$ cat src/rtl/orb_pkg.sv
// Shared types and constants for the overwriting ring buffer.
package orb_pkg;

  localparam int DEPTH_DEF      = 16;
  localparam int DATA_WIDTH_DEF = 32;

  localparam int REQ_W   = 2;
  localparam int ENTRY_W = 32;
  localparam int SLOT_W  = 4;
  localparam int FILL_W  = 5;

  typedef enum logic [REQ_W-1:0] {
    REQ_ENQ  = 2'd0,
    REQ_DEQ  = 2'd1,
    REQ_PEEK = 2'd2,
    REQ_NOP  = 2'd3
  } req_t;

  typedef struct packed {
    logic [SLOT_W-1:0] slot_index;
    logic              overwrote;
    logic              read_valid;
    logic [FILL_W-1:0] fill_count;
    logic              is_full;
    logic              is_empty;
  } result_t;

endpackage

$ cat src/rtl/orb_ram.sv
// Generic single-port RAM with registered read.
module orb_ram #(
  parameter int WIDTH = 32,
  parameter int DEPTH = 16
) (
  input  logic                     clk,
  input  logic                     en,
  input  logic                     we,
  input  logic [$clog2(DEPTH)-1:0] addr,
  input  logic [WIDTH-1:0]         wdata,
  output logic [WIDTH-1:0]         rdata
);

  logic [WIDTH-1:0] mem [DEPTH];

  always_ff @(posedge clk) begin
    if (en) begin
      if (we) begin
        mem[addr] <= wdata;
      end else begin
        rdata <= mem[addr];
      end
    end
  end

endmodule

$ cat src/rtl/orb_ctrl.sv
// Head pointer, fill count and slot selection for the ring buffer.
module orb_ctrl import orb_pkg::*; #(
  parameter int DEPTH = DEPTH_DEF
) (
  input  logic                     clk,
  input  logic                     rst,
  input  logic                     accept,
  input  req_t                     req_type,
  output logic                     ram_en,
  output logic                     ram_we,
  output logic [$clog2(DEPTH)-1:0] ram_addr,
  output result_t                  res
);

  localparam int ADDR_W = $clog2(DEPTH);
  localparam int CNT_W  = $clog2(DEPTH + 1);
  localparam int SUM_W  = CNT_W + 1;

  logic [ADDR_W-1:0] head, head_next, head_inc, tail;
  logic [CNT_W-1:0]  count, count_next;
  logic [SUM_W-1:0]  tail_sum;
  logic              full, empty;

  assign full     = count == CNT_W'(DEPTH);
  assign empty    = count == '0;
  assign head_inc = (head == ADDR_W'(DEPTH - 1)) ? '0 : head + 1'b1;
  assign tail_sum = SUM_W'(head) + SUM_W'(count);
  assign tail     = (tail_sum >= SUM_W'(DEPTH)) ? ADDR_W'(tail_sum - SUM_W'(DEPTH))
                                                : ADDR_W'(tail_sum);

  always_comb begin
    head_next      = head;
    count_next     = count;
    ram_en         = 1'b0;
    ram_we         = 1'b0;
    ram_addr       = head;
    res.slot_index = '0;
    res.overwrote  = 1'b0;
    res.read_valid = 1'b0;
    case (req_type)
      REQ_ENQ: begin
        ram_en = 1'b1;
        ram_we = 1'b1;
        if (full) begin
          head_next     = head_inc;
          res.overwrote = 1'b1;
        end else begin
          ram_addr   = tail;
          count_next = count + 1'b1;
        end
        res.slot_index = SLOT_W'(ram_addr);
      end
      REQ_DEQ, REQ_PEEK: begin
        if (!empty) begin
          ram_en         = 1'b1;
          res.read_valid = 1'b1;
          res.slot_index = SLOT_W'(head);
          if (req_type == REQ_DEQ) begin
            head_next  = head_inc;
            count_next = count - 1'b1;
          end
        end
      end
      default: begin
      end
    endcase
    ram_en         = ram_en & accept;
    res.fill_count = FILL_W'(count_next);
    res.is_full    = count_next == CNT_W'(DEPTH);
    res.is_empty   = count_next == '0;
  end

  always_ff @(posedge clk) begin
    if (rst) begin
      head  <= '0;
      count <= '0;
    end else if (accept) begin
      head  <= head_next;
      count <= count_next;
    end
  end

endmodule

$ cat src/rtl/overwriting_ring_buffer_core.sv
// Top level of the overwriting ring buffer: request handshake, record RAM, result register.
//
// Overwriting ring buffer of DEPTH records. Each request item (enqueue, dequeue, peek)
// gives one result item in the cycle after it is accepted, and a new request can be taken in
// every cycle while the result side keeps up. Pointer and count updates happen at the
// accepting edge; the record RAM is read or written in the same cycle and its registered
// read port supplies read_data for the result. in_stall is raised only while a result is
// held by out_stall. An enqueue into a full buffer overwrites the oldest record and flags it.
module overwriting_ring_buffer_core import orb_pkg::*; #(
  parameter int DEPTH      = DEPTH_DEF,
  parameter int DATA_WIDTH = DATA_WIDTH_DEF
) (
  input  logic               clk,
  input  logic               rst,
  input  logic               in_valid,
  output logic               in_stall,
  input  logic [REQ_W-1:0]   req_type,
  input  logic [ENTRY_W-1:0] entry_data,
  output logic               out_valid,
  input  logic               out_stall,
  output logic [ENTRY_W-1:0] read_data,
  output logic               read_valid,
  output logic [SLOT_W-1:0]  slot_index,
  output logic               overwrote,
  output logic [FILL_W-1:0]  fill_count,
  output logic               is_full,
  output logic               is_empty
);

  localparam int ADDR_W  = $clog2(DEPTH);
  localparam int STORE_W = (DATA_WIDTH < ENTRY_W) ? DATA_WIDTH : ENTRY_W;

  logic                accept;
  logic                ram_en, ram_we;
  logic [ADDR_W-1:0]   ram_addr;
  logic [STORE_W-1:0]  ram_rdata;
  result_t             res_next, res;

  assign in_stall = out_valid & out_stall;
  assign accept   = in_valid & ~in_stall;

  orb_ctrl #(
    .DEPTH(DEPTH)
  ) u_ctrl (
    .clk      (clk),
    .rst      (rst),
    .accept   (accept),
    .req_type (req_t'(req_type)),
    .ram_en   (ram_en),
    .ram_we   (ram_we),
    .ram_addr (ram_addr),
    .res      (res_next)
  );

  orb_ram #(
    .WIDTH(STORE_W),
    .DEPTH(DEPTH)
  ) u_ram (
    .clk   (clk),
    .en    (ram_en),
    .we    (ram_we),
    .addr  (ram_addr),
    .wdata (entry_data[STORE_W-1:0]),
    .rdata (ram_rdata)
  );

  always_ff @(posedge clk) begin
    if (rst) begin
      out_valid <= 1'b0;
    end else if (accept) begin
      out_valid <= 1'b1;
    end else if (!out_stall) begin
      out_valid <= 1'b0;
    end
  end

  always_ff @(posedge clk) begin
    if (accept) begin
      res <= res_next;
    end
  end

  assign read_data  = res.read_valid ? ENTRY_W'(ram_rdata) : '0;
  assign read_valid = res.read_valid;
  assign slot_index = res.slot_index;
  assign overwrote  = res.overwrote;
  assign fill_count = res.fill_count;
  assign is_full    = res.is_full;
  assign is_empty   = res.is_empty;

endmodule
$ cat config.mk
export PLATFORM = sky130hd
export DESIGN_NAME = overwriting_ring_buffer_core
export DESIGN_NICKNAME = d
export VERILOG_FILES = /design/src/rtl/orb_pkg.sv /design/src/rtl/orb_ram.sv /design/src/rtl/orb_ctrl.sv /design/src/rtl/overwriting_ring_buffer_core.sv
export SDC_FILE = /design/constraint.sdc
export NUM_CORES = 1
export LEC_CHECK = 0
export BUFFER_PORTS_ARGS = -buffer_cell sky130_fd_sc_hd__buf_2
export CAP_MARGIN = 5
export CELL_PAD_IN_SITES_DETAIL_PLACEMENT = 0
export CELL_PAD_IN_SITES_GLOBAL_PLACEMENT = 1
export CORE_ASPECT_RATIO = 0.8
export CORE_MARGIN = 3
export CORE_UTILIZATION = 30
export DETAILED_ROUTE_END_ITERATION = 8
export PLACE_DENSITY_LB_ADDON = 0.1
export SLEW_MARGIN = 25
export SYNTH_ARGS = -nofsm -noshare
export SYNTH_HDL_FRONTEND = slang
export SYNTH_SLANG_ARGS = --single-unit
$ cat constraint.sdc
create_clock -name clk -period 6 [get_ports clk]
set_input_delay 1.2 -clock clk [delete_from_list [all_inputs] [get_ports clk]]
set_output_delay 1.2 -clock clk [all_outputs]
set_load 0.01 [all_outputs]
==> out/results.ini, run 1 <==
[status]
status=complete, no violations

[clocking]
path_clk_slew_ns=0.06
holdBufCountCts=0
cts_setup_buffers=0
clockBufferDepth=3
postCtsResizedCells=0
cts_buffers=61
cts-root-buf=clkbuf_16
cts_tree=built
cts_sinks=567
cts_max_level=2
clk_latency_ns=0.64

[min_path]
hold_end=u_ctrl.count[1]
hold_path_depth=2
hp-start=u_ctrl.count[1]
min_path_type=flop to flop

[setup_path]
cp_max_fo=36
worstReg2RegStart=u_ctrl.head[0]
cp-end-kind=flop
cp-start-kind=flop
crit_type=flop to flop
worstRegToRegCells=8
arrival_ns=4.83
worstPathRequired_ns=6.33
rr_endpoint=u_ram.mem[5][1]
r2r_slack_ns=1.50

[sta]
relSlewSlack_pct=32.7
post-route-period-util_pct=75.0
finalHoldViolations=0
setup_viol=0
setup_tns_ns=0
tightest_slew_ns=1.01
min_period_ns=4.50
max_freq_ghz=0.222
finalMaxSlewViolations=0
rsz0062_at_grt=no
finalClockSkew_ns=0.0173

[synthesis]
ys_seq_elements=567
synth_nets=1899
yosysUniqueCellTypes=59
synth_area_leaders=edfxtp_1, o211ai_1, mux2_2
avgSynthCellArea_sq_um=13.6
synth_area_leader_cell=edfxtp_1
ys.flop_type=edfxtp_1
synthCells=1850
synth-seq-area-share_pct=67.2
synth_top_cell_area_share_pct=66.4
yosysWarnings=0
synth_edf_count=557
synth-async-reset-ratio_pct=0
synth_area_sq_um=25200

[floorplan]
fp.dieH_um=265
dieArea_sq_um=87500
initial_core_util_pct=30.5
num_io_pins=85
core_area_sq_um=82700
die_width_um=330
rows=94

[cells_and_area]
num-fill-cells=7996
syn2layout_area_growth_pct=14.9
mostFrequentLayoutCells=edfxtp_1, nand2_1, o211ai_1, nand3_1, buf_2
finalNonFillerCells=3052
drive_gt1_share_pct=17.4
finish.net_count=1946
final_common_cell=edfxtp_1
fin_area_sq_um=28900

[detailed_routing]
drt-total-wl_mm=81.3
wl_per_cell_um=26.6
drc_errors=0
vias_per_cell=5.34
postRouteAntennaNets=0
first_pass_iters=5
vias=16300
drt-initial-drc-count=1365

[place]
placed_cells=2937
dpl.hpwl_mm=46.1
io_buffer_count=84
place_area_sq_um=27000
gp_congestion=0.737

[global_routing]
grt_first_pass_wirelength_mm=117
grt_max_degree=101
overflow=0
grt_usage_pct=18.3
grt_pass1_vias=16000
grt_antenna_before_repair=7

[power]
peakVddDrop_uv=252
leakagePower_nw=9.29
power.density_cell_area_nw_per_um2=304

[job]
cap_viol_max_count=0

-- sequential cells by signal, indices dropped and copies added (netlist names), 4 cells and up --
register	flops
u_ram.rdata	32
fill_count	5
u_ctrl.count	5
u_ram.mem	512
slot_index	4
u_ctrl.head	4
-- metrics by stage --
step                      setup WS, ns  hold slack [ns]  total power [mW]  utilization [%]
after global routing              1.31            0.650              9.14             35.0
after detailed placement          1.41            0.578              5.24             32.7
after global placement            1.45            0.576              5.24             32.7
after floorplan                   1.36            0.518              4.92                -
final                             1.50            0.597              8.79             35.0
after CTS                         1.53            0.586              8.93             35.0
-- cell usage after synthesis, drive strengths merged, types with 5 or more instances --
master and instances:
a22oi 5, a21oi 78, a211oi 68, clkbuf 90, ha 10, nor2 33, buf 69, mux2i 39
o211ai 126, nor3 5, and2 36, nand4 7, dfxtp 10, a311oi 64, a32oi 33, edfxtp 557
a21boi 64, nand2 144, nand3 105, inv 82, o21ai 9, nand2b 65, mux2 65, a211o 62
-- cell type report --
type | instances | area (sq um) | area share [%]
Sequential cell | 567 | 16900 | 58.5
Multi-Input combinational cell | 1042 | 7430 | 25.7
Clock buffer | 75 | 1600 | 5.53
Tap cell | 1104 | 1380 | 4.77
Timing Repair Buffer | 143 | 983 | 3.40
Inverter | 82 | 308 | 1.06
Clock inverter | 38 | 294 | 1.02
Antenna cell | 1 | 2.50 | 0.00865
-- critical path, cell delays in order, from the launching register on --
cell	delay (ns)
dfxtp_1	0.54
ha_1	0.24
inv_1	0.06
fa_4	0.98
or3_4	0.53
and2_4	0.44
nand4_1	0.44
nor2_4	0.59
buf_12	0.27
-- how the worst max path moves through the flow --
stage / to / slack [ns] / depth (start not counted) / from
finish: u_ram.mem[5][1] / 1.50 / 8 / u_ctrl.head[0]
global route: u_ram.mem[5][1] / 1.31 / 8 / u_ctrl.head[0]
CTS: u_ram.mem[5][1] / 1.53 / 8 / u_ctrl.head[0]
detailed placement: u_ram.mem[5][30] / 1.41 / 9 / req_type[0]
global placement: u_ram.mem[5][30] / 1.45 / 9 / req_type[0]
floorplan: u_ram.rdata[0] / 1.36 / 3 / in_valid
-- report_power, final --
group / switching [mW] / internal [mW]
Clock: 1.59 / 2.05
Sequential: 0.0157 / 4.39
Combinational: 0.516 / 0.227
-- layer usage --
metal / routed length, um / GRT usage [%]
met5: 27 / 0
met2: 36100 / 27.6
met3: 4100 / 2.77
met4: 1810 / 4.79
met1: 39200 / 27.3
-- kinds of logic (layout without fill, tap and decap cells) --
group | count (synthesis) | count (layout) | synth area share (%)
AOI/OAI and AO/OA | 520 | 520 | 15.5
xor gates and xnor gates | 2 | 2 | 0.0696
other | 0 | 1 | 0
muxes | 104 | 104 | 4.51
DFF | 567 | 567 | 67.2
and+or+nand+nor | 405 | 405 | 8.05
adders and majority gates | 11 | 11 | 0.576
buffers and inverters | 241 | 338 | 4.05
Power figures use the tool's default switching activity.
==> run 2: changes to the inputs <==
clock period = 4 ns   (was 6 ns; I/O delays follow)
==> run 2 against run 1 <==
Net effect:
- die area unchanged
- clock power rose by 51%
- setup slack got worse by 1.2 ns
- critical endpoint is now u_ram.rdata[12]
- combinational power increased by 49%
- critical path type unchanged
- count of clock-buffer cells in the layout increased by 2
- sequential power increased by 50%
==> out/results.ini, run 2 (synthesis results as in run 1) <==
[setup_path]
cp_num_cells=9
worstPathRequired_ns=4.36
crit_type=flop to flop
r2r_slack_ns=0.34
rr_endpoint=u_ram.rdata[12]
worstRegToRegCells=9
max_stage_delay_ns=0.63
cp_slowest_cell=and4bb_4
crit_chain=inv_1 > ha_1 > and4bb_4 > or3_4 > and2_4 > buf_12 > o211ai_1 > a32oi_1 > nand3_1
worstReg2RegStart=u_ctrl.count[1]
cp_max_fo=33
crit_buf_inv=2
cp-start-kind=flop
endpoint=u_ram.rdata[12]
crit_family=simple AND/OR/NAND/NOR gates
cp-end-kind=flop
arrival_ns=4.02
setup.worst_path.start=u_ctrl.count[1]

[place]
dpl.hpwl_mm=45.5
gp_congestion=0.731
io_buffer_count=84
place_area_sq_um=27400

[cells_and_area]
largest_reg_flops=512
mostFrequentLayoutCells=edfxtp_1, nand2_1, o211ai_1, nand3_1, buf_2
syn2layout_area_growth_pct=16.5
reg_top3=u_ram.mem: 512 flops, u_ram.rdata: 32 flops
top_register=u_ram.mem
fin_area_sq_um=29300
num-fill-cells=7960
finish.net_count=1972
n_antenna_cell=0
drive_gt1_share_pct=18.2
post-route-util_pct=35.5
final_common_cell=edfxtp_1

[sta]
setup_viol=0
max_freq_ghz=0.273
setup_tns_ns=0
finalHoldViolations=0
tightest_slew_ns=1.02
finalMaxSlewViolations=0
finalClockSkew_ns=0.0168
rsz0062_at_grt=no
post-route-period-util_pct=91.4
relSlewSlack_pct=31.7
hold_slack_ns=0.382
min_period_ns=3.66

[clocking]
cts_tree=built
cts_setup_buffers=0
holdBufCountCts=0
cts_buffers=61
cts_max_level=2
clk_latency_ns=0.64
cts_sinks=567
path_clk_slew_ns=0.07
cts-root-buf=clkbuf_16
postCtsResizedCells=0
clockBufferDepth=3

[job]
cap_viol_max_count=0

[power]
peakVddDrop_uv=377
leakagePower_nw=9.49
power_mw=13.2
power.density_cell_area_nw_per_um2=450

[floorplan]
fp.dieH_um=265
dieArea_sq_um=87500
die_width_um=330
rows=94
initial_core_util_pct=30.5
core_area_sq_um=82700
num_io_pins=85

[status]
status=complete, no violations

[detailed_routing]
postRouteAntennaNets=0
vias_per_cell=5.29
drc_errors=0
first_pass_iters=5
drt-total-wl_mm=80.2
vias=16300
wl_per_cell_um=26.1
drt-initial-drc-count=1357

[global_routing]
grt_max_degree=129
overflow=0
grt_usage_pct=18.1
grt_first_pass_wirelength_mm=117
grt_pass1_vias=16100
grt_antenna_before_repair=0

[min_path]
min_path_type=input port to flop

run 2: routing by layer:
layer	GRT usage, %	share of wire [%]	wire, um
met1	26.3	47	37800
met3	3.46	5.6	4470
met5	0	0	0
met2	28.1	46	36500
met4	3.99	1.7	1390
run 2: how the worst min path moves through the flow:
| stage | from | endpoint | slack, ns | cells after the start |
|---|---|---|---|---|
| floorplan | u_ctrl.head[3] | u_ctrl.head[3] | 0.52 | 2 |
| global placement | u_ctrl.head[3] | u_ctrl.head[3] | 0.56 | 2 |
| detailed placement | u_ctrl.head[3] | u_ctrl.head[3] | 0.57 | 2 |
| CTS | in_valid | out_valid | 0.33 | 3 |
| global route | in_valid | out_valid | 0.37 | 3 |
| finish | in_valid | out_valid | 0.38 | 3 |
run 2: area by class of cell:
| type | count | area (sq um) | share of cell area [%] |
|---|---|---|---|
| sequential | 567 | 16900 | 57.7 |
| multi-input combinational | 1042 | 7430 | 25.3 |
| clock buffer | 77 | 1610 | 5.48 |
| tap | 1104 | 1380 | 4.71 |
| timing repair buffer | 169 | 1370 | 4.67 |
| clock inverter | 37 | 309 | 1.05 |
| inverter | 82 | 308 | 1.05 |
run 2: tightest hold or removal path: stages:
cell	delay, ns
buf_2	0.08
nor2_1	0.04
nor2_1	0.07
run 2: power by group:
part           total, mW  internal [mW]  leakage [nW]  switching, mW
Clock               5.51           3.15         0.939           2.36
Combinational       1.11          0.371          3.45          0.736
Sequential          6.60           6.58          5.11         0.0196
run 2: per-stage QoR:
| step | setup WS, ns | cells |
|---|---|---|
| after floorplan | -0.262 | 1850 |
| after global placement | 0.322 | 2964 |
| after detailed placement | 0.329 | 2964 |
| after CTS | 0.306 | 3078 |
| after global routing | 0.124 | 3078 |
| final | 0.343 | 3078 |
==> run 3: changes to the inputs <==
BUFFER_PORTS_ARGS = -buffer_cell sky130_fd_sc_hd__buf_4   (was -buffer_cell sky130_fd_sc_hd__buf_2)
RECOVER_POWER = 50   (was not set)
==> run 3 against run 2 <==
Net effect:
- the run now ends with max-capacitance violations, max-slew violations left
- via count increased by 0.79%
- first-iteration DRC count decreased by 0.74%
- sequential share of layout area shrank 0.093 points
- global-route usage up 0.40 points
- largest power group unchanged
- flip-flop and latch count is the same
- register-to-register slack better by 0.11 ns
==> out/results.ini, run 3 (synthesis results as in run 1) <==
[status]
status=complete, but fails checks
violations=max-capacitance violations, max-slew violations

[global_routing]
grt_max_degree=129
grt_antenna_before_repair=5
grt_usage_pct=18.5
overflow=0
grt_pass1_vias=16500
grt_first_pass_wirelength_mm=119

[setup_path]
r2r_slack_ns=0.45
cp-start-kind=flop
worstRegToRegCells=9
rr_endpoint=u_ram.mem[9][24]
cp-end-kind=flop
worstPathRequired_ns=4.28
arrival_ns=3.83
cp_max_fo=16
crit_type=flop to flop
worstReg2RegStart=u_ctrl.count[0]

[cells_and_area]
final_common_cell=edfxtp_1
finish.net_count=1980
drive_gt1_share_pct=15.4
mostFrequentLayoutCells=edfxtp_1, nand2_1, o211ai_1, nand3_1, buf_4
syn2layout_area_growth_pct=16.7
fin_area_sq_um=29400
top_register=u_ram.mem
largest_reg_flops=512
reg_top3=u_ram.mem: 512 flops, u_ram.rdata: 32 flops

[clocking]
postCtsResizedCells=0
cts_max_level=3
cts_tree=built
holdBufCountCts=0
clk_latency_ns=0.60
cts_setup_buffers=0
path_clk_slew_ns=0.05
cts_sinks=567
cts-root-buf=clkbuf_16
clockBufferDepth=3
cts_buffers=66

[detailed_routing]
vias_per_cell=5.33
drt-initial-drc-count=1347
drt-total-wl_mm=81.6
postRouteAntennaNets=0
vias=16400
first_pass_iters=5
drc_errors=0
wl_per_cell_um=26.5

[power]
peakVddDrop_uv=218
p_sw_share_pct=23.6
power.density_cell_area_nw_per_um2=451
leakagePower_nw=9.35
power_frac_seq_pct=49.9
power.clock.fraction_pct=42.0
p_int_mw=10.1
p_sw_mw=3.13
comb_power_share_pct=8.2

[sta]
finalMaxSlewViolations=34
post-route-period-util_pct=88.7
max_freq_ghz=0.282
finalHoldViolations=0
setup_viol=0
finalClockSkew_ns=0.0129
tightest_slew_ns=1.53
setup_tns_ns=0
min_period_ns=3.55
rsz0062_at_grt=no
relSlewSlack_pct=-1.99

[floorplan]
core_area_sq_um=82700
initial_core_util_pct=30.5
fp.dieH_um=265
die_width_um=330
num_io_pins=85
dieArea_sq_um=87500
rows=94

[min_path]
min_path_type=input port to flop
hold_path_depth=3
hp-start=in_valid
hold_end=out_valid

[place]
place_area_sq_um=27700
dpl.hpwl_mm=43.9
gp_congestion=0.761
io_buffer_count=84

[job]
cap_viol_max_count=1

## run 3: cell count changes in the layout (fill, tap and decap cells not counted), sizes merged
cell | previous run | this run
buf | 169 | 117
clkbuf | 77 | 138
diode | 0 | 3
inv | 83 | 82
bufinv | 5 | 0
clkinv | 30 | 26
## run 3: critical path, stage by stage (launching register included)
cell,delay (ns)
dfxtp_1,0.44
ha_1,0.22
inv_1,0.06
fa_4,0.78
or3_4,0.17
and2_4,0.17
nand4_1,0.18
buf_4,0.23
nor2_4,0.60
buf_4,0.37
## run 3: power by group through the flow
stage	clock network [mW]	registers [mW]	logic [mW]
after CTS	5.76	6.60	1.13
final	5.56	6.60	1.08
after floorplan	0	6.72	0.651
after detailed placement	0	6.73	1.13
after global placement	0	6.73	1.12
after global routing	6.00	6.60	1.18
## run 3: worst max-delay path by stage
stage / start / cells after the start / endpoint / slack [ns]
final: u_ctrl.count[0] / 9 / u_ram.mem[9][24] / 0.45
after global routing: out_valid / 5 / u_ram.rdata[0] / 0.19
after CTS: u_ctrl.count[0] / 9 / u_ram.mem[9][24] / 0.36
after detailed placement: req_type[0] / 12 / u_ram.mem[3][15] / 0.33
after global placement: req_type[0] / 10 / u_ram.rdata[7] / 0.09
after floorplan: u_ctrl.head[1] / 10 / u_ram.mem[0][0] / -0.26
## run 3: stage by stage
stage / setup WS [ns] / power [mW] / hold slack, ns / instances / utilization, %
floorplan: -0.262 / 7.37 / 0.518 / 1850 / -
global placement: 0.0852 / 7.85 / 0.578 / 2964 / 33.4
detailed placement: 0.329 / 7.86 / 0.591 / 2967 / 33.5
CTS: 0.361 / 13.5 / 0.396 / 3077 / 35.8
global route: 0.189 / 13.8 / 0.455 / 3077 / 35.5
finish: 0.451 / 13.2 / 0.446 / 3080 / 35.5
## run 3: final cells by class
cell class,count,area [sq um]
flip-flops and latches,567,16900
inverters,82,308
repair buffers,172,1410
diodes,3,7.51
fillers,7957,53300
multi-input cells,1042,7420
clock buffers,83,1810
clock inverters,27,126
well taps,1104,1380
## run 3: layer usage
layer	GRT usage, %	up-vias	wire length (um)
met2	28.6	439	37000
met1	26.9	8491	38700
met4	5.12	0	1770
met3	3.05	105	4170
met5	0	-	0
li1	-	7377	-
